--- config.mk ---
export PLATFORM = sky130hd
export DESIGN_NAME = chess_position_bit_packer_unit
export DESIGN_NICKNAME = d
export VERILOG_FILES = /design/src/cbp_pkg.sv /design/src/cbp_ctrl.sv /design/src/cbp_datapath.sv /design/src/chess_position_bit_packer_unit.sv
export VERILOG_INCLUDE_DIRS = /design/src /design/src/src
export SDC_FILE = /design/constraint.sdc
export NUM_CORES = 1
export LEC_CHECK = 0
export ABC_CLOCK_PERIOD_IN_PS = 6500
export BUFFER_PORTS_ARGS = -buffer_cell sky130_fd_sc_hd__buf_2
export CAP_MARGIN = 20
export CORE_UTILIZATION = 60
export DETAILED_ROUTE_END_ITERATION = 10
export HOLD_SLACK_MARGIN = 0.12
export PLACE_DENSITY = 0.81
export SYNTH_ARGS = -nofsm -noshare
export SYNTH_HDL_FRONTEND = slang
export SYNTH_SLANG_ARGS = --single-unit
--- constraint.sdc ---
create_clock -name clk -period 6.5 [get_ports clk]
set_clock_uncertainty 0.2 [all_clocks]
set_input_delay 0.65 -clock clk [delete_from_list [all_inputs] [get_ports clk]]
set_output_delay 0.65 -clock clk [all_outputs]
set_load 0.01 [all_outputs]
--- src/chess_position_bit_packer_unit_macros.svh ---
// ----------------------------------------------------------------------------
// chess position bit packer assertion macros
// concurrent check wrappers, empty when synthesizing
// ----------------------------------------------------------------------------
`ifndef CHESS_POSITION_BIT_PACKER_UNIT_MACROS_SVH
`define CHESS_POSITION_BIT_PACKER_UNIT_MACROS_SVH

`ifndef SYNTHESIS
// same cycle implication
`define CBP_IMPLIES(label, clk, rst_n, ante, cons) \
	label: assert property (@(posedge clk) disable iff (!(rst_n)) (ante) |-> (cons)) \
		else $error("cbp check failed");
// next cycle implication
`define CBP_IMPLIES_NEXT(label, clk, rst_n, ante, cons) \
	label: assert property (@(posedge clk) disable iff (!(rst_n)) (ante) |=> (cons)) \
		else $error("cbp check failed");
`else
`define CBP_IMPLIES(label, clk, rst_n, ante, cons)
`define CBP_IMPLIES_NEXT(label, clk, rst_n, ante, cons)
`endif

`endif

--- src/cbp_pkg.sv ---
// ----------------------------------------------------------------------------
// cbp_pkg
// shared types, codes and the piece code table of the position packer
// ----------------------------------------------------------------------------
package cbp_pkg;

	localparam logic [1:0] OP_HEADER  = 2'd0;
	localparam logic [1:0] OP_SQUARE  = 2'd1;
	localparam logic [1:0] OP_TRAILER = 2'd2;

	localparam logic [2:0] KIND_EMPTY  = 3'd0;
	localparam logic [2:0] KIND_PAWN   = 3'd1;
	localparam logic [2:0] KIND_KNIGHT = 3'd2;
	localparam logic [2:0] KIND_BISHOP = 3'd3;
	localparam logic [2:0] KIND_ROOK   = 3'd4;
	localparam logic [2:0] KIND_QUEEN  = 3'd5;

	localparam logic [3:0] CODE_PAWN   = 4'b0001;
	localparam logic [3:0] CODE_KNIGHT = 4'b0011;
	localparam logic [3:0] CODE_BISHOP = 4'b0101;
	localparam logic [3:0] CODE_ROOK   = 4'b0111;
	localparam logic [3:0] CODE_QUEEN  = 4'b1001;

	// longest bit string of one item (trailer with en passant square)
	localparam int BUF_W = 34;
	localparam int REM_W = 6;

	typedef struct packed {
		logic [1:0]  opcode;
		logic        turn;
		logic [5:0]  white_king_square;
		logic [5:0]  black_king_square;
		logic [2:0]  piece_kind;
		logic        piece_color;
		logic [3:0]  castle_rights;
		logic        ep_valid;
		logic [5:0]  ep_target;
		logic [6:0]  rule50;
		logic [15:0] ply_count;
	} item_t;

	typedef struct packed {
		logic load;
		logic pack;
		logic flush;
	} cmd_t;

	typedef struct packed {
		logic pack_done;
		logic flush_done;
		logic trailer;
	} sts_t;

	function automatic logic [3:0] piece_code(input logic [2:0] kind);
		logic [3:0] code;
		case (kind)
			KIND_PAWN:   code = CODE_PAWN;
			KIND_KNIGHT: code = CODE_KNIGHT;
			KIND_BISHOP: code = CODE_BISHOP;
			KIND_ROOK:   code = CODE_ROOK;
			KIND_QUEEN:  code = CODE_QUEEN;
			default:     code = 4'b0000;
		endcase
		return code;
	endfunction

endpackage

--- src/cbp_ctrl.sv ---
// ----------------------------------------------------------------------------
// cbp_ctrl
// sequencer: accept an item, pack its bits, flush the record after a trailer
// ----------------------------------------------------------------------------
module cbp_ctrl import cbp_pkg::*; (
	input  logic clk,
	input  logic arst_n,
	input  logic in_valid,
	output logic in_ready,
	input  sts_t sts,
	output cmd_t cmd
);

	localparam logic [1:0] ST_IDLE  = 2'd0;
	localparam logic [1:0] ST_PACK  = 2'd1;
	localparam logic [1:0] ST_FLUSH = 2'd2;

	logic [1:0] state_q;
	logic [1:0] state_d;

	assign in_ready  = (state_q == ST_IDLE);
	assign cmd.load  = in_valid && (state_q == ST_IDLE);
	assign cmd.pack  = (state_q == ST_PACK);
	assign cmd.flush = (state_q == ST_FLUSH);

	always_comb begin
		state_d = state_q;
		case (state_q)
			ST_IDLE: begin
				if (in_valid) state_d = ST_PACK;
			end
			ST_PACK: begin
				if (sts.pack_done) state_d = sts.trailer ? ST_FLUSH : ST_IDLE;
			end
			ST_FLUSH: begin
				if (sts.flush_done) state_d = ST_IDLE;
			end
			default: state_d = ST_IDLE;
		endcase
	end

	always_ff @(posedge clk or negedge arst_n) begin
		if (!arst_n) state_q <= ST_IDLE;
		else state_q <= state_d;
	end

endmodule

--- src/cbp_datapath.sv ---
// ----------------------------------------------------------------------------
// cbp_datapath
// item bit buffer, byte assembler, record counters and output register
// ----------------------------------------------------------------------------
module cbp_datapath import cbp_pkg::*; #(
	parameter int RECORD_BYTES = 32
) (
	input  logic        clk,
	input  logic        arst_n,
	input  cmd_t        cmd,
	input  item_t       item,
	output sts_t        sts,
	output logic        out_valid,
	input  logic        out_ready,
	output logic [7:0]  out_byte,
	output logic [4:0]  out_index,
	output logic        out_last,
	output logic        out_overflow
);

	localparam int BD_W = $clog2(RECORD_BYTES);
	localparam logic [BD_W-1:0] LAST_BYTE = BD_W'(RECORD_BYTES - 1);

	logic [BUF_W-1:0] buf_q;
	logic [REM_W-1:0] rem_q;
	logic [7:0]       pend_q;
	logic [2:0]       pcnt_q;
	logic [BD_W-1:0]  bd_q;
	logic             ovf_q;
	logic             held_q;
	logic             trailer_q;
	logic             out_valid_q;

	logic [3:0]       avail;
	logic [3:0]       take;
	logic [7:0]       mask;
	logic [7:0]       new_bits;
	logic [3:0]       sum;
	logic             full;
	logic             last_slot;
	logic             slot_free;
	logic             pack_emit;
	logic             pack_fire;
	logic             flush_fire;
	logic [15:0]      fullmove;
	logic [15:0]      ply_diff;
	logic [BUF_W-1:0] load_buf;
	logic [REM_W-1:0] load_rem;

	assign avail     = 4'd8 - {1'b0, pcnt_q};
	assign take      = (rem_q > {2'b00, avail}) ? avail : rem_q[3:0];
	assign mask      = 8'hFF >> (4'd8 - take);
	assign new_bits  = (buf_q[7:0] & mask) << pcnt_q;
	assign sum       = {1'b0, pcnt_q} + take;
	assign full      = sum[3];
	assign last_slot = (bd_q == LAST_BYTE);
	assign slot_free = !out_valid_q || out_ready;

	assign pack_emit  = !held_q && full && !last_slot;
	assign pack_fire  = cmd.pack && (!pack_emit || slot_free);
	assign flush_fire = cmd.flush && slot_free;

	assign sts.pack_done  = pack_fire && (held_q || (rem_q == {2'b00, take}));
	assign sts.flush_done = flush_fire && last_slot;
	assign sts.trailer    = trailer_q;

	assign ply_diff = item.ply_count - {15'd0, item.turn};
	assign fullmove = (item.ply_count < {15'd0, item.turn}) ? 16'd1 :
		16'd1 + {1'b0, ply_diff[15:1]};

	always_comb begin
		load_buf = '0;
		load_rem = '0;
		case (item.opcode)
			OP_HEADER: begin
				load_buf = BUF_W'({item.black_king_square, item.white_king_square,
					item.turn});
				load_rem = REM_W'(13);
			end
			OP_SQUARE: begin
				if (item.piece_kind == KIND_EMPTY) begin
					load_rem = REM_W'(1);
				end else if (item.piece_kind <= KIND_QUEEN) begin
					load_buf = BUF_W'({item.piece_color, piece_code(item.piece_kind)});
					load_rem = REM_W'(5);
				end
			end
			OP_TRAILER: begin
				if (item.ep_valid) begin
					load_buf = {item.rule50[6], fullmove, item.rule50[5:0], item.ep_target,
						1'b1, item.castle_rights};
					load_rem = REM_W'(34);
				end else begin
					load_buf = BUF_W'({item.rule50[6], fullmove, item.rule50[5:0], 1'b0,
						item.castle_rights});
					load_rem = REM_W'(28);
				end
			end
			default: begin
				load_buf = '0;
				load_rem = '0;
			end
		endcase
	end

	always_ff @(posedge clk or negedge arst_n) begin
		if (!arst_n) begin
			rem_q     <= '0;
			pend_q    <= '0;
			pcnt_q    <= '0;
			bd_q      <= '0;
			ovf_q     <= 1'b0;
			held_q    <= 1'b0;
			trailer_q <= 1'b0;
		end else if (cmd.load) begin
			rem_q     <= load_rem;
			trailer_q <= (item.opcode == OP_TRAILER);
			if (item.opcode == OP_HEADER) begin
				pend_q <= '0;
				pcnt_q <= '0;
				bd_q   <= '0;
				ovf_q  <= 1'b0;
				held_q <= 1'b0;
			end
		end else if (pack_fire) begin
			if (held_q) begin
				if (rem_q != '0) ovf_q <= 1'b1;
				rem_q <= '0;
			end else begin
				rem_q  <= rem_q - {2'b00, take};
				pcnt_q <= sum[2:0];
				if (full && last_slot) begin
					pend_q <= pend_q | new_bits;
					held_q <= 1'b1;
				end else if (full) begin
					pend_q <= '0;
					bd_q   <= bd_q + 1'b1;
				end else begin
					pend_q <= pend_q | new_bits;
				end
			end
		end else if (flush_fire) begin
			pend_q <= '0;
			pcnt_q <= '0;
			if (last_slot) begin
				bd_q      <= '0;
				ovf_q     <= 1'b0;
				held_q    <= 1'b0;
				trailer_q <= 1'b0;
			end else begin
				bd_q <= bd_q + 1'b1;
			end
		end
	end

	always_ff @(posedge clk) begin
		if (cmd.load) buf_q <= load_buf;
		else if (pack_fire) buf_q <= buf_q >> take;
	end

	always_ff @(posedge clk or negedge arst_n) begin
		if (!arst_n) out_valid_q <= 1'b0;
		else if ((pack_fire && pack_emit) || flush_fire) out_valid_q <= 1'b1;
		else if (out_ready) out_valid_q <= 1'b0;
	end

	always_ff @(posedge clk) begin
		if (pack_fire && pack_emit) begin
			out_byte     <= pend_q | new_bits;
			out_index    <= 5'(bd_q);
			out_last     <= 1'b0;
			out_overflow <= ovf_q;
		end else if (flush_fire) begin
			out_byte     <= pend_q;
			out_index    <= 5'(bd_q);
			out_last     <= last_slot;
			out_overflow <= ovf_q;
		end
	end

	assign out_valid = out_valid_q;

endmodule

--- src/chess_position_bit_packer_unit.sv ---
// ----------------------------------------------------------------------------
// chess_position_bit_packer_unit
// packs a header, 64 board squares and a trailer into one fixed byte record
// ----------------------------------------------------------------------------
// Each input beat is accepted only while the unit is idle, and its bits (13 for a
// header, up to 5 for a square, 28 or 34 for a trailer) then enter the byte
// assembler at up to one byte boundary per cycle; the next beat waits until
// they are all packed. After a trailer the record is padded with zeros and
// flushed, its remaining bytes leaving in order, before a new beat is taken.
// The single output register sets the pace when the sink stalls. Bytes leave
// as they fill, the last one only with the trailer; bits beyond the record are
// dropped and flagged on the last byte. No clearing pass follows reset.
`include "chess_position_bit_packer_unit_macros.svh"

module chess_position_bit_packer_unit import cbp_pkg::*; #(
	parameter int RECORD_BYTES = 32
) (
	input  logic        clk,
	input  logic        arst_n,
	input  logic        s_tvalid,
	output logic        s_tready,
	// turn, white_king_square, black_king_square, piece_kind, piece_color,
	// castle_rights, ep_valid, ep_target, rule50, ply_count, zero fill
	input  logic [55:0] s_tdata,
	// opcode
	input  logic [1:0]  s_tuser,
	output logic        m_tvalid,
	input  logic        m_tready,
	// byte_value, byte_index, zero fill
	output logic [15:0] m_tdata,
	output logic        m_tlast,
	// overflow
	output logic [0:0]  m_tuser
);

	item_t      item;
	cmd_t       cmd;
	sts_t       sts;
	logic [7:0] out_byte;
	logic [4:0] out_index;
	logic       out_overflow;

	assign item.opcode            = s_tuser;
	assign item.turn              = s_tdata[0];
	assign item.white_king_square = s_tdata[6:1];
	assign item.black_king_square = s_tdata[12:7];
	assign item.piece_kind        = s_tdata[15:13];
	assign item.piece_color       = s_tdata[16];
	assign item.castle_rights     = s_tdata[20:17];
	assign item.ep_valid          = s_tdata[21];
	assign item.ep_target         = s_tdata[27:22];
	assign item.rule50            = s_tdata[34:28];
	assign item.ply_count         = s_tdata[50:35];

	cbp_ctrl u_ctrl (
		.clk      (clk),
		.arst_n   (arst_n),
		.in_valid (s_tvalid),
		.in_ready (s_tready),
		.sts      (sts),
		.cmd      (cmd)
	);

	cbp_datapath #(
		.RECORD_BYTES (RECORD_BYTES)
	) u_datapath (
		.clk          (clk),
		.arst_n       (arst_n),
		.cmd          (cmd),
		.item         (item),
		.sts          (sts),
		.out_valid    (m_tvalid),
		.out_ready    (m_tready),
		.out_byte     (out_byte),
		.out_index    (out_index),
		.out_last     (m_tlast),
		.out_overflow (out_overflow)
	);

	assign m_tdata = {3'b000, out_index, out_byte};
	assign m_tuser = out_overflow;

	`CBP_IMPLIES(a_last_index, clk, arst_n, m_tvalid && m_tlast, m_tdata[12:8] == 5'(RECORD_BYTES - 1))
	`CBP_IMPLIES(a_ovf_only_last, clk, arst_n, m_tvalid && !m_tlast, !m_tuser[0])
	`CBP_IMPLIES_NEXT(a_busy_after_accept, clk, arst_n, s_tvalid && s_tready, !s_tready)

endmodule

* After elaboration in Yosys (flattened, before gate mapping)
Index checks and enable logic that the tools add are counted.
** Operators by class
- Mux-type cells :: 62
- Reductions and logical operators :: 34
- Add/subtract/negate cells :: 7
- Equality and inequality tests :: 21
- Order comparisons :: 3
- Bitwise gates (word level) :: 2
- Shifts and indexed selects :: 3
** Operators with widths (count)
- two-way mux 34 bit :: 4
- one-hot mux 34 bit (3 select lines) :: 1
- two-way mux 8 bit :: 9
- two-way mux 5 bit :: 11
- right shift 34 x 4 -> 34 bit :: 1
- two-way mux 6 bit :: 5
- one-hot mux 4 bit (5 select lines) :: 1
- two-way mux 3 bit :: 6
- one-hot mux 6 bit (3 select lines) :: 1
- two-way mux 1 bit :: 17
- adder 1 x 15 -> 16 bit (first input constant) :: 1
- less-than comparator 16 x 1 -> 1 bit :: 1
- two-way mux 16 bit :: 1
- subtractor 16 x 1 -> 16 bit :: 1
- AND reduction 3 bit :: 4
- AND reduction 5 bit :: 2
- nonzero test 2 bit :: 5
- logical AND 1 bit :: 9
- inequality test 3 bit (second input constant) :: 3
- AND 8 bit :: 1
- two-way mux 2 bit :: 4
- inequality test 2 bit (second input constant) :: 4
- OR 8 bit :: 1
- << shifter 8 x 3 -> 8 bit :: 1
- other kinds (25) :: 38
** Storage, ports and cells
- Output and inout port bits :: 20
- Word-level logic and storage cells :: 146
- Input bits :: 62
- Flip-flop bits (word level) :: 77

* Logic depth before layout (Yosys ltp)
Gate-level depths: netlist of the first run.
- Depth in word-level cells :: 13
- Depth in mapped cells :: 24
- Mapped depth without buffers :: 19

* Modules after synthesis
From an unflattened synthesis of the first run, not the netlist that was laid out.
** Unflattened totals
- Cells, all modules :: 852
- Area total of the unflattened synthesis :: 7235.7 µm²
** Modules (own cells, without submodules)
- cbp_datapath :: seq. area each 2112.0 µm², area each 7110.6 µm², cells each 838, times used 1
- cbp_ctrl :: seq. area each 50.0 µm², area each 98.8 µm², cells each 10, times used 1
- chess_position_bit_packer_unit :: seq. area each 0.0 µm², area each 26.3 µm², cells each 4, times used 1

* Least setup slack after synthesis of the first run
No wires, ideal clock.
- Kind :: reg2reg
- Start :: register u_datapath.pcnt_q[0]
- End :: register u_datapath.buf_q[10], enable pin
- Buffers on the path :: 5
- Data arrival time :: 5213 ps
- Stages on the path, launching flop included :: 23
- Setup time :: 401 ps
- Required time :: 5899 ps
- Path slack :: 685 ps
- Clock period less this slack :: 5815 ps
- Path through :: dfrtp_1 buf_2 inv_1 clkbuf_1 ha_1 clkbuf_1 inv_1 ha_1 nor2b_1 o2111ai_4 a21o_4 mux2i_2 buf_6 inv_2 buf_2 ha_1 a21o_1 a21oi_1 inv_1 or4_1 o211a_1 nor2_1 inv_1
** On the way
- Word-level cells in the longest chain between the ends :: 10
** RTL lines
- start: declaration :: line cbp_datapath.sv:27 : logic [2:0] pcnt_q;
- start signal: assignment :: line cbp_datapath.sv:131 : pcnt_q <= sum[2:0];
- subtractor 4 x 3 -> 4 bit :: line cbp_datapath.sv:50 : assign avail = 4'd8 - {1'b0, pcnt_q};
- > comparator 6 x 4 -> 1 bit :: line cbp_datapath.sv:51 : assign take = (rem_q > {2'b00, avail}) ? avail : rem_q[3:0];
- two-way mux 4 bit :: line cbp_datapath.sv:51
- adder 3 x 4 -> 4 bit * :: line cbp_datapath.sv:54 : assign sum = {1'b0, pcnt_q} + take;
- logical AND 1 bit * (2 in a row) :: line cbp_datapath.sv:59 : assign pack_emit = !held_q && full && !last_slot;
- logical NOT 1 bit * :: line cbp_datapath.sv:60 : assign pack_fire = cmd.pack && (!pack_emit || slot_free);
- logical OR 1 bit * :: line cbp_datapath.sv:60
- logical AND 1 bit * :: line cbp_datapath.sv:60
- nonzero test 2 bit (no line) *
- end signal: assignment :: line cbp_datapath.sv:157 : if (cmd.load) buf_q <= load_buf;
- end signal: assignment :: line cbp_datapath.sv:158 : else if (pack_fire) buf_q <= buf_q >> take;
- end: declaration :: line cbp_datapath.sv:24 : logic [BUF_W-1:0] buf_q;
Every way passes the cells marked *; elsewhere a longest branch is shown, timed or not.
A chain may end at the register's enable or synchronous reset.

* Worst setup path in the final report of the first run
- Start :: register u_datapath.pcnt_q[1]
- End :: register u_datapath.buf_q[2], enable pin
The elaborated chain is that of the path after synthesis.

==> results of run 1 <==
-- registers in the layout (all words and copies together) (netlist names) --
signal / count
u_datapath.pcnt_q: 3
u_datapath.out_valid: 1
u_datapath.ovf_q: 1
u_datapath.out_index: 5
u_datapath.out_overflow: 1
u_datapath.out_byte: 8
u_datapath.bd_q: 5
u_datapath.out_last: 1
u_datapath.held_q: 1
u_datapath.buf_q: 34
u_datapath.trailer_q: 1
u_datapath.pend_q: 8
u_datapath.rem_q: 6
u_ctrl.state_q: 2
-- layout by cell type (no fill, tap or decap), drive strengths merged, types with 12 or more instances in the layout --
cell    instances
buf            91
a211oi         25
dfrtp          28
edfxtp         48
mux2i          59
nor3           22
nand3          21
nor2           57
a21oi          54
o211ai         14
xnor2          14
and2           12
inv            32
nand2         108
o21ai          56
a31oi          13
ha             14
clkbuf         13
-- routing by layer --
metal | vias up | GRT usage
met5 | - | 0
met4 | 0 | 0.149
met3 | 55 | 0.0436
met2 | 392 | 0.545
met1 | 3463 | 0.491
li1 | 3420 | -
-- area by class of cell --
type                    instances  area (µm²)
inverters                      31         116
repair buffers                 91         508
well taps                     168         210
multi-input cells             703        4940
fillers                       972        3800
flip-flops and latches         77        2160
clock buffers                  13         283
clock inverters                 3        47.5
-- kinds of logic after synthesis --
| logic type | count (synthesis) | share of synthesized area |
|---|---|---|
| and+or+nand+nor | 298 | 0.200 |
| adders and majority gates | 15 | 0.0261 |
| muxes | 81 | 0.129 |
| buffers and inverters | 91 | 0.0547 |
| xor gates and xnor gates | 23 | 0.0311 |
| other | 1 | 0.000501 |
| AOI/OAI and AO/OA | 283 | 0.270 |
| DFF | 77 | 0.289 |
-- worst max-delay path by stage --
stage / startpoint / end / slack, ns / depth (start not counted)
2_1_floorplan: u_datapath.pcnt_q[0] / u_datapath.buf_q[10] / 0.69 / 22
3_3_place_gp: u_datapath.pcnt_q[1] / u_datapath.buf_q[2] / 0.89 / 19
3_5_place_dp: u_datapath.pcnt_q[1] / u_datapath.buf_q[3] / 0.77 / 19
4_1_cts: u_datapath.pcnt_q[1] / u_datapath.buf_q[16] / 0.73 / 19
5_1_grt: u_datapath.pcnt_q[1] / u_datapath.buf_q[7] / 0.24 / 19
6_report: u_datapath.pcnt_q[1] / u_datapath.buf_q[2] / 0.65 / 19
-- stage by stage --
step / worst slack (ns) / hold slack, ns / std cells / util
5_1_grt: 0.238 / 0.194 / 1086 / 0.685
2_1_floorplan: 0.685 / 0.154 / 871 / -
3_5_place_dp: 0.769 / 0.233 / 1068 / 0.656
4_1_cts: 0.726 / 0.164 / 1084 / 0.683
3_3_place_gp: 0.888 / 0.231 / 1068 / 0.656
6_report: 0.653 / 0.127 / 1086 / 0.685
-- worst reg2reg max path: stages, from the launching register on --
cell     delay (ns)
dfrtp_1        0.54
inv_1          0.28
nand2_1        0.16
nor2_1         0.22
inv_1          0.12
ha_1           0.41
or3b_1         0.47
nor4_1         0.36
a21o_1         0.48
nor2_8         0.04
inv_2          0.08
ha_1           0.22
a21o_1         0.17
a21oi_1        0.19
inv_1          0.09
or4_1          0.46
o211a_1        0.35
nor2_1         0.36
inv_1          0.07
buf_4          0.27
==> key figures, run 1 <==
Status
  • Outcome: complete, no violations

Yosys
  • Ys async rst share: 0.364
  • Post-synthesis cell type with the largest combined area: edfxtp_1
  • Yosys top cell area share: 0.193
  • Post-Synthesis Cells: 869
  • Top cells by count, synth: nand2_1 (108), mux2i_1 (58), nor2_1 (56)
  • Mapped Avg Cell Area: 8.61 µm²
  • Synthesized flop and latch total: 77
  • Synth area leaders: edfxtp_1 (19%), dfrtp_1 (9.4%), mux2i_1 (7.8%)
  • Top FF cell, synth: edfxtp_1
  • Sequential share of the synthesized area: 0.289
  • Ys Warns: 0
  • Distinct cells, synth: 94
  • EDFF count, synth: 48
  • Count leader, synth: nand2_1
  • Synthesized cell area: 0.00748 mm²

Route
  • Antenna viol nets, final: 0
  • Via count: 7,330
  • Vias per Instance: 6.75
  • Detailed Routing Iterations Pass 1: 6
  • Top layer in use: met4
  • DRC errors left: 0
  • Routed len/inst: 20.1 µm
  • Initial DRC Count: 1,092
  • Met3 routed WL: 1730 µm
  • Met2 routed WL: 9910 µm
  • Routed WL: 21,800 µm
  • DRT met1 WL: 9460 µm

STA
  • Period utilization: 0.900
  • Final Setup Violations: 0
  • Setup tns final: 0 ns
  • Slew Limit Fails: 0
  • Highest clock rate: 0.171 GHz
  • Slew HR: 0.395
  • RSZ-0062 raised after global routing: no
  • Worst-margin pin slew: 0.903 ns
  • Fin. Hold Viols: 0
  • Tmin final: 5.85 ns

Worst setup path
  • Max stage delay on crit path: 0.54 ns
  • Number of buffers and inverters on the critical path: 6
  • CP max FO: 32
  • CP max-delay cell: dfrtp_1
  • Worst-case reg-to-reg path depth: 19
  • Critical Path AT: 5.71 ns
  • Req. time, crit path: 6.36 ns
  • R2r setup slk: 0.65 ns
  • CP cell instances: inv_1 -> nand2_1 -> nor2_1 -> inv_1 -> ha_1 -> or3b_1 -> nor4_1 -> a21o_1 -> nor2_8 -> inv_2 -> ha_1 -> a21o_1 -> a21oi_1 -> inv_1 -> or4_1 -> o211a_1 -> nor2_1 -> inv_1 -> buf_4
  • Setup Crit Path Kind: flop to flop
  • R2R Path Start: u_datapath.pcnt_q[1]
  • Worst path top cell family by delay: simple AND/OR/NAND/NOR gates
  • CP startpoint kind: flop
  • Most frequent CP cell: inv_1
  • CP Capture Type: flop
  • Reg2Reg Capture Point: u_datapath.buf_q[2]

Job
  • Max-cap viol count: 0

Clocking
  • Hold-fix buffers at CTS: 0
  • Clock Tree Root: clkbuf_16
  • CTS Buffer Depth: 2
  • Setup Fix Bufs, Post-CTS: 0
  • Clock latency on the worst-skew pair: 0.35 ns
  • Reg clk slew, reported paths: 0.06 ns
  • PostCTS Resize Cnt: 0
  • H-Tree Depth: 3
  • Clock sink count: 77
  • CTS tree: yes
  • CTS buffer count: 9

Placed design
  • Placed Instance Area: 0.00791 mm²
  • GPL Wtd Cong: 0.998
  • HPWL Detailed: 16,400 µm
  • Input/output buffers: 73

Floorplanning
  • Core area: 0.0121 mm²
  • Row Count: 40
  • IO Pins: 82
  • Die Area: 0.0129 mm²
  • Die H: 114 µm
  • Initial core utilization: 0.620
  • Horiz. Die Dim: 114 µm

Global routing
  • Initial antenna violation count: 0
  • Vias in the first global route: 6,637
  • GRT Total Usage: 0.349
  • GR Overflow Total: 0
  • Global-route wire length before repair: 35,000 µm
  • Pin count of the biggest net entering global routing: 46

Cells and area
  • ANT cells: 0
  • Fin nets: 990
  • Post-route cell area: 0.00826 mm²
  • Fraction of layout cells with a size suffix above 1: 0.172
  • Area grow syn2layout: 10.4%

Worst hold path
  • Class of the worst hold path: input pin to async pin
Power of run 1 is left out: the tool's default activity adds up to more than one toggle a clock period on the data nets, which glitch-free logic cannot reach.
==> inputs of run 2 (changes only) <==
CORE_UTILIZATION = 61   (was 60)
PLACE_DENSITY = 0.82   (was 0.81)
==> run 2 against run 1 <==
  * Sequential cell count stayed put
  * Setup slack better by 0.20 ns
  * Register-to-register slack better by 0.20 ns
  * Critical endpoint is now u_datapath.buf_q[33]
==> key figures, run 2 (synthesis gave the netlist of run 1 again) <==
Cells and area
  • Filler-free cell count of the finished design: 1,061
  • ANT cells: 0
  • Most frequent cells in the layout: nand2_1 (108), buf_2 (73), mux2i_1 (58), nor2_1 (56), o21ai_0 (55)
  • Fraction of layout cells with a size suffix above 1: 0.171
  • Top Registers: u_datapath.buf_q: 34 flops, u_datapath.out_byte: 8 flops, u_datapath.pend_q: 8 flops
  • Commonest non-fill, non-tap cell in the layout: nand2_1
  • Max reg flops: 34
  • Post-route cell area: 0.00817 mm²
  • Fin nets: 986
  • Top reg by flops: u_datapath.buf_q
  • Fillers: 982
  • Area grow syn2layout: 9.21%

Clocking
  • Clock latency on the worst-skew pair: 0.34 ns
  • Hold-fix buffers at CTS: 0
  • Setup Fix Bufs, Post-CTS: 0
  • Clock Tree Root: clkbuf_16
  • CTS buffer count: 9
  • H-Tree Depth: 3
  • Reg clk slew, reported paths: 0.07 ns
  • Clock sink count: 77
  • CTS Buffer Depth: 2
  • PostCTS Resize Cnt: 0
  • CTS tree: yes

Route
  • Detailed Routing Iterations Pass 1: 6
  • Initial DRC Count: 912
  • DRC errors left: 0
  • Via count: 7,439
  • Vias per Instance: 7.01
  • Antenna viol nets, final: 0
  • Routed WL: 21,700 µm
  • Routed len/inst: 20.4 µm

Worst setup path
  • CP cell instances: inv_1 -> ha_1 -> inv_1 -> ha_1 -> nor2b_1 -> o2111ai_4 -> a211oi_4 -> nor2_8 -> inv_2 -> ha_1 -> a21o_1 -> a21oi_1 -> inv_1 -> or4_1 -> o211a_1 -> nor2_1 -> inv_1 -> buf_4
  • Reg2Reg Capture Point: u_datapath.buf_q[33]
  • CP startpoint kind: flop
  • Setup Crit Path Kind: flop to flop
  • Most frequent CP cell: inv_1
  • CP max-delay cell: a211oi_4
  • R2r setup slk: 0.86 ns
  • Req. time, crit path: 6.36 ns
  • Max stage delay on crit path: 0.73 ns
  • R2R Path Start: u_datapath.pcnt_q[0]
  • Critical Path AT: 5.50 ns
  • Worst-case reg-to-reg path depth: 18
  • CP Capture Type: flop
  • CP max FO: 32

Job
  • Max-cap viol count: 0

Global routing
  • Pin count of the biggest net entering global routing: 46
  • GRT Total Usage: 0.350
  • Global-route wire length before repair: 35,100 µm
  • GR Overflow Total: 0
  • Initial antenna violation count: 0
  • Vias in the first global route: 6,695

Floorplanning
  • Row Count: 40
  • Core area: 0.0120 mm²
  • Horiz. Die Dim: 113 µm
  • Initial core utilization: 0.626
  • IO Pins: 82
  • Die H: 113 µm
  • Die Area: 0.0127 mm²

STA
  • Highest clock rate: 0.177 GHz
  • Slew Limit Fails: 0
  • Slew HR: 0.336
  • Setup tns final: 0 ns
  • RSZ-0062 raised after global routing: no
  • Period utilization: 0.868
  • Worst-margin pin slew: 0.992 ns
  • Fin. Hold Viols: 0
  • Final worst-path setup slack: 0.855 ns
  • Tmin final: 5.64 ns
  • Final Setup Violations: 0

Status
  • Outcome: complete, no violations

Placed design
  • Input/output buffers: 73
  • Pre-CTS WS: 0.993 ns
  • Placed Instance Area: 0.00787 mm²
  • HPWL Detailed: 16,100 µm
  • Cells after DPL: 1,045
  • GPL Wtd Cong: 0.977

Worst hold path
  • Class of the worst hold path: input pin to async pin
## run 2: cell types whose count changed in the layout (fill, tap and decap cells not counted)
cell,delta
buf_6,-2
inv_4,+1
clkinv_4,-1
clkbuf_16,-2
clkbuf_1,-2
clkinv_2,+1
inv_8,+1
inv_6,+2
buf_4,-2
## run 2: per-stage QoR
step | utilization | hold slack, ns
global route | 0.683 | 0.179
global placement | 0.658 | 0.230
floorplan | - | 0.154
detailed placement | 0.658 | 0.231
CTS | 0.683 | 0.142
finish | 0.683 | 0.117
## run 2: how the worst max path moves through the flow
| stage | startpoint | endpoint | slack [ns] | cells after the start |
|---|---|---|---|---|
| floorplan | u_datapath.pcnt_q[0] | u_datapath.buf_q[10] | 0.69 | 22 |
| global placement | u_datapath.pcnt_q[0] | u_datapath.buf_q[22] | 1.06 | 18 |
| detailed placement | u_datapath.pcnt_q[0] | u_datapath.buf_q[24] | 0.99 | 18 |
| CTS | u_datapath.pcnt_q[0] | u_datapath.buf_q[6] | 0.93 | 18 |
| global route | u_datapath.pcnt_q[0] | u_datapath.buf_q[6] | 0.55 | 18 |
| finish | u_datapath.pcnt_q[0] | u_datapath.buf_q[33] | 0.86 | 18 |
## run 2: cell type report
type                    instances  area (µm²)  share of cell area
multi-input cells             703        4940               0.604
flip-flops and latches         77        2160               0.265
repair buffers                 87         470              0.0576
clock buffers                   9         225              0.0276
well taps                     147         184              0.0225
inverters                      31         116              0.0142
clock inverters                 7        78.8             0.00964
## run 2: routing by layer
layer	vias up	routed length [µm]	track usage
met5	-	0	0
met4	0	469	0.102
met3	45	2690	0.0782
met2	520	9270	0.501
met1	3464	9270	0.528
li1	3410	-	-
## run 2: critical path: cells and delay by family (launching register included)
kind,cells,cell delay [ns]
AOI/OAI and AO/OA,5,1.78
buffers and inverters,6,1.05
adders and majority gates,3,0.98
and+or+nand+nor,4,0.95
DFF,1,0.37
Power of run 2 is left out for the same reason.
==> inputs of run 3 (changes only) <==
ABC_CLOCK_PERIOD_IN_PS = 6100   (was 6500)
clock period = 6.1 ns   (was 6.5 ns; I/O delays follow)
==> run 3 against run 2 <==
  * Setup slack got worse by 0.14 ns
  * Critical path type unchanged
  * Final area up 0.21%
  * Maximum frequency increased by 4.8%
  * Hold slack improved by 0.13 ns
  * Register-to-register slack got worse by 0.14 ns
  * Non-clock buffer count is 4 higher
  * Critical endpoint is now u_datapath.buf_q[22]
==> key figures, run 3 (synthesis gave the netlist of run 1 again) <==
Route
  • Antenna viol nets, final: 0
  • Routed len/inst: 20.2 µm
  • Vias per Instance: 7.01
  • Detailed Routing Iterations Pass 1: 8
  • Via count: 7,464
  • DRC errors left: 0
  • Routed WL: 21,500 µm
  • Initial DRC Count: 962

Clocking
  • Clock Tree Root: clkbuf_16
  • CTS tree: yes
  • PostCTS Resize Cnt: 0
  • CTS Buffer Depth: 2
  • Clock latency on the worst-skew pair: 0.34 ns
  • Hold-fix buffers at CTS: 1
  • Clock sink count: 77
  • Setup Fix Bufs, Post-CTS: 0
  • CTS buffer count: 9
  • H-Tree Depth: 3
  • Reg clk slew, reported paths: 0.07 ns

Placed design
  • GPL Wtd Cong: 0.950
  • Input/output buffers: 73
  • HPWL Detailed: 15,800 µm

Worst setup path
  • Most frequent CP cell: inv_1
  • Max stage delay on crit path: 0.53 ns
  • Setup Crit Path Kind: flop to flop
  • CP startpoint kind: flop
  • Req. time, crit path: 5.95 ns
  • Critical Path AT: 5.24 ns
  • R2r setup slk: 0.71 ns
  • CP max FO: 32
  • Worst path top cell family by delay: compound AO/OA/AOI/OAI gates
  • Number of buffers and inverters on the critical path: 6
  • CP cell instances: inv_1 -> ha_1 -> inv_1 -> ha_1 -> nor2b_1 -> o2111ai_4 -> a21o_1 -> nor2_8 -> inv_2 -> ha_1 -> a21o_1 -> a21oi_1 -> inv_1 -> or4_1 -> o211a_1 -> nor2_1 -> inv_1 -> buf_4
  • CP Capture Type: flop
  • CP max-delay cell: a21o_1

Cells and area
  • Top reg by flops: u_datapath.buf_q
  • Most frequent cells in the layout: nand2_1 (108), buf_2 (73), mux2i_1 (58), nor2_1 (56), o21ai_0 (55)
  • Final Util: 0.685
  • Top Registers: u_datapath.buf_q: 34 flops, u_datapath.out_byte: 8 flops, u_datapath.pend_q: 8 flops
  • Commonest non-fill, non-tap cell in the layout: nand2_1
  • Area grow syn2layout: 9.45%
  • Fin nets: 990
  • Max reg flops: 34
  • ANT cells: 0
  • Fraction of layout cells with a size suffix above 1: 0.173

Global routing
  • Pin count of the biggest net entering global routing: 46
  • Initial antenna violation count: 0
  • Global-route wire length before repair: 34,600 µm
  • GR Overflow Total: 0
  • GRT Total Usage: 0.346
  • Vias in the first global route: 6,636

Worst hold path
  • Class of the worst hold path: flop to flop

Job
  • Max-cap viol count: 0

STA
  • Worst-margin pin slew: 0.899 ns
  • Tmin final: 5.39 ns
  • Fin. Hold Viols: 0
  • Setup tns final: 0 ns
  • Hold_ws: 0.248 ns
  • Slew HR: 0.401
  • Highest clock rate: 0.186 GHz
  • Final Setup Violations: 0
  • Period utilization: 0.883
  • Slew Limit Fails: 0
  • RSZ-0062 raised after global routing: no

Floorplanning
  • Core area: 0.0120 mm²
  • Row Count: 40
  • Initial core utilization: 0.626
  • Die H: 113 µm
  • Horiz. Die Dim: 113 µm
  • IO Pins: 82
  • Die Area: 0.0127 mm²

Status
  • Outcome: complete, no violations
## run 3: worst register-to-register path, delay by kind of cell (launching register included)
kind / cells / cell delay (ns)
AOI/OAI and AO/OA: 5 / 1.71
and+or+nand+nor: 4 / 0.81
adders and majority gates: 3 / 0.92
DFF: 1 / 0.37
buffers and inverters: 6 / 1.07
## run 3: through the flow
stage | worst slack (ns) | instances | area, µm²
2_1_floorplan | 0.285 | 871 | 7490
3_3_place_gp | 0.863 | 1048 | 7890
5_1_grt | 0.405 | 1065 | 8190
6_report | 0.712 | 1065 | 8190
4_1_cts | 0.772 | 1065 | 8190
3_5_place_dp | 0.793 | 1048 | 7890
## run 3: path summary, 6_finish.rpt
check / start / end / depth (start not counted)
worst max-delay path: u_datapath.pcnt_q[0] / u_datapath.buf_q[22] / 18
worst max register to register: u_datapath.pcnt_q[0] / u_datapath.buf_q[22] / 18
worst min register to register: u_datapath.bd_q[3] / u_datapath.out_index[3] / 0
max in group asynchronous: arst_n / u_datapath.rem_q[3] / 2
min in group asynchronous: arst_n / u_datapath.pend_q[0] / 2
worst min-delay path: u_datapath.bd_q[3] / u_datapath.out_index[3] / 0
## run 3: area by class of cell
cell class | instances | area [µm²]
clock buffer | 9 | 225
timing repair buffer | 91 | 503
clock inverter | 7 | 63.8
sequential | 77 | 2160
multi-input combinational | 703 | 4940
inverter | 31 | 116
fill | 972 | 3770
tap | 147 | 184
## run 3: metal layers
| layer | share of wire | GRT usage | wire length, µm | up-vias |
|---|---|---|---|---|
| met2 | 0.43 | 0.506 | 9200 | 507 |
| met5 | 0 | 0 | 0 | - |
| met3 | 0.12 | 0.0632 | 2610 | 53 |
| li1 | - | - | - | 3415 |
| met4 | 0.022 | 0.0889 | 467 | 0 |
| met1 | 0.43 | 0.527 | 9250 | 3489 |
Power of run 3 is left out for the same reason.
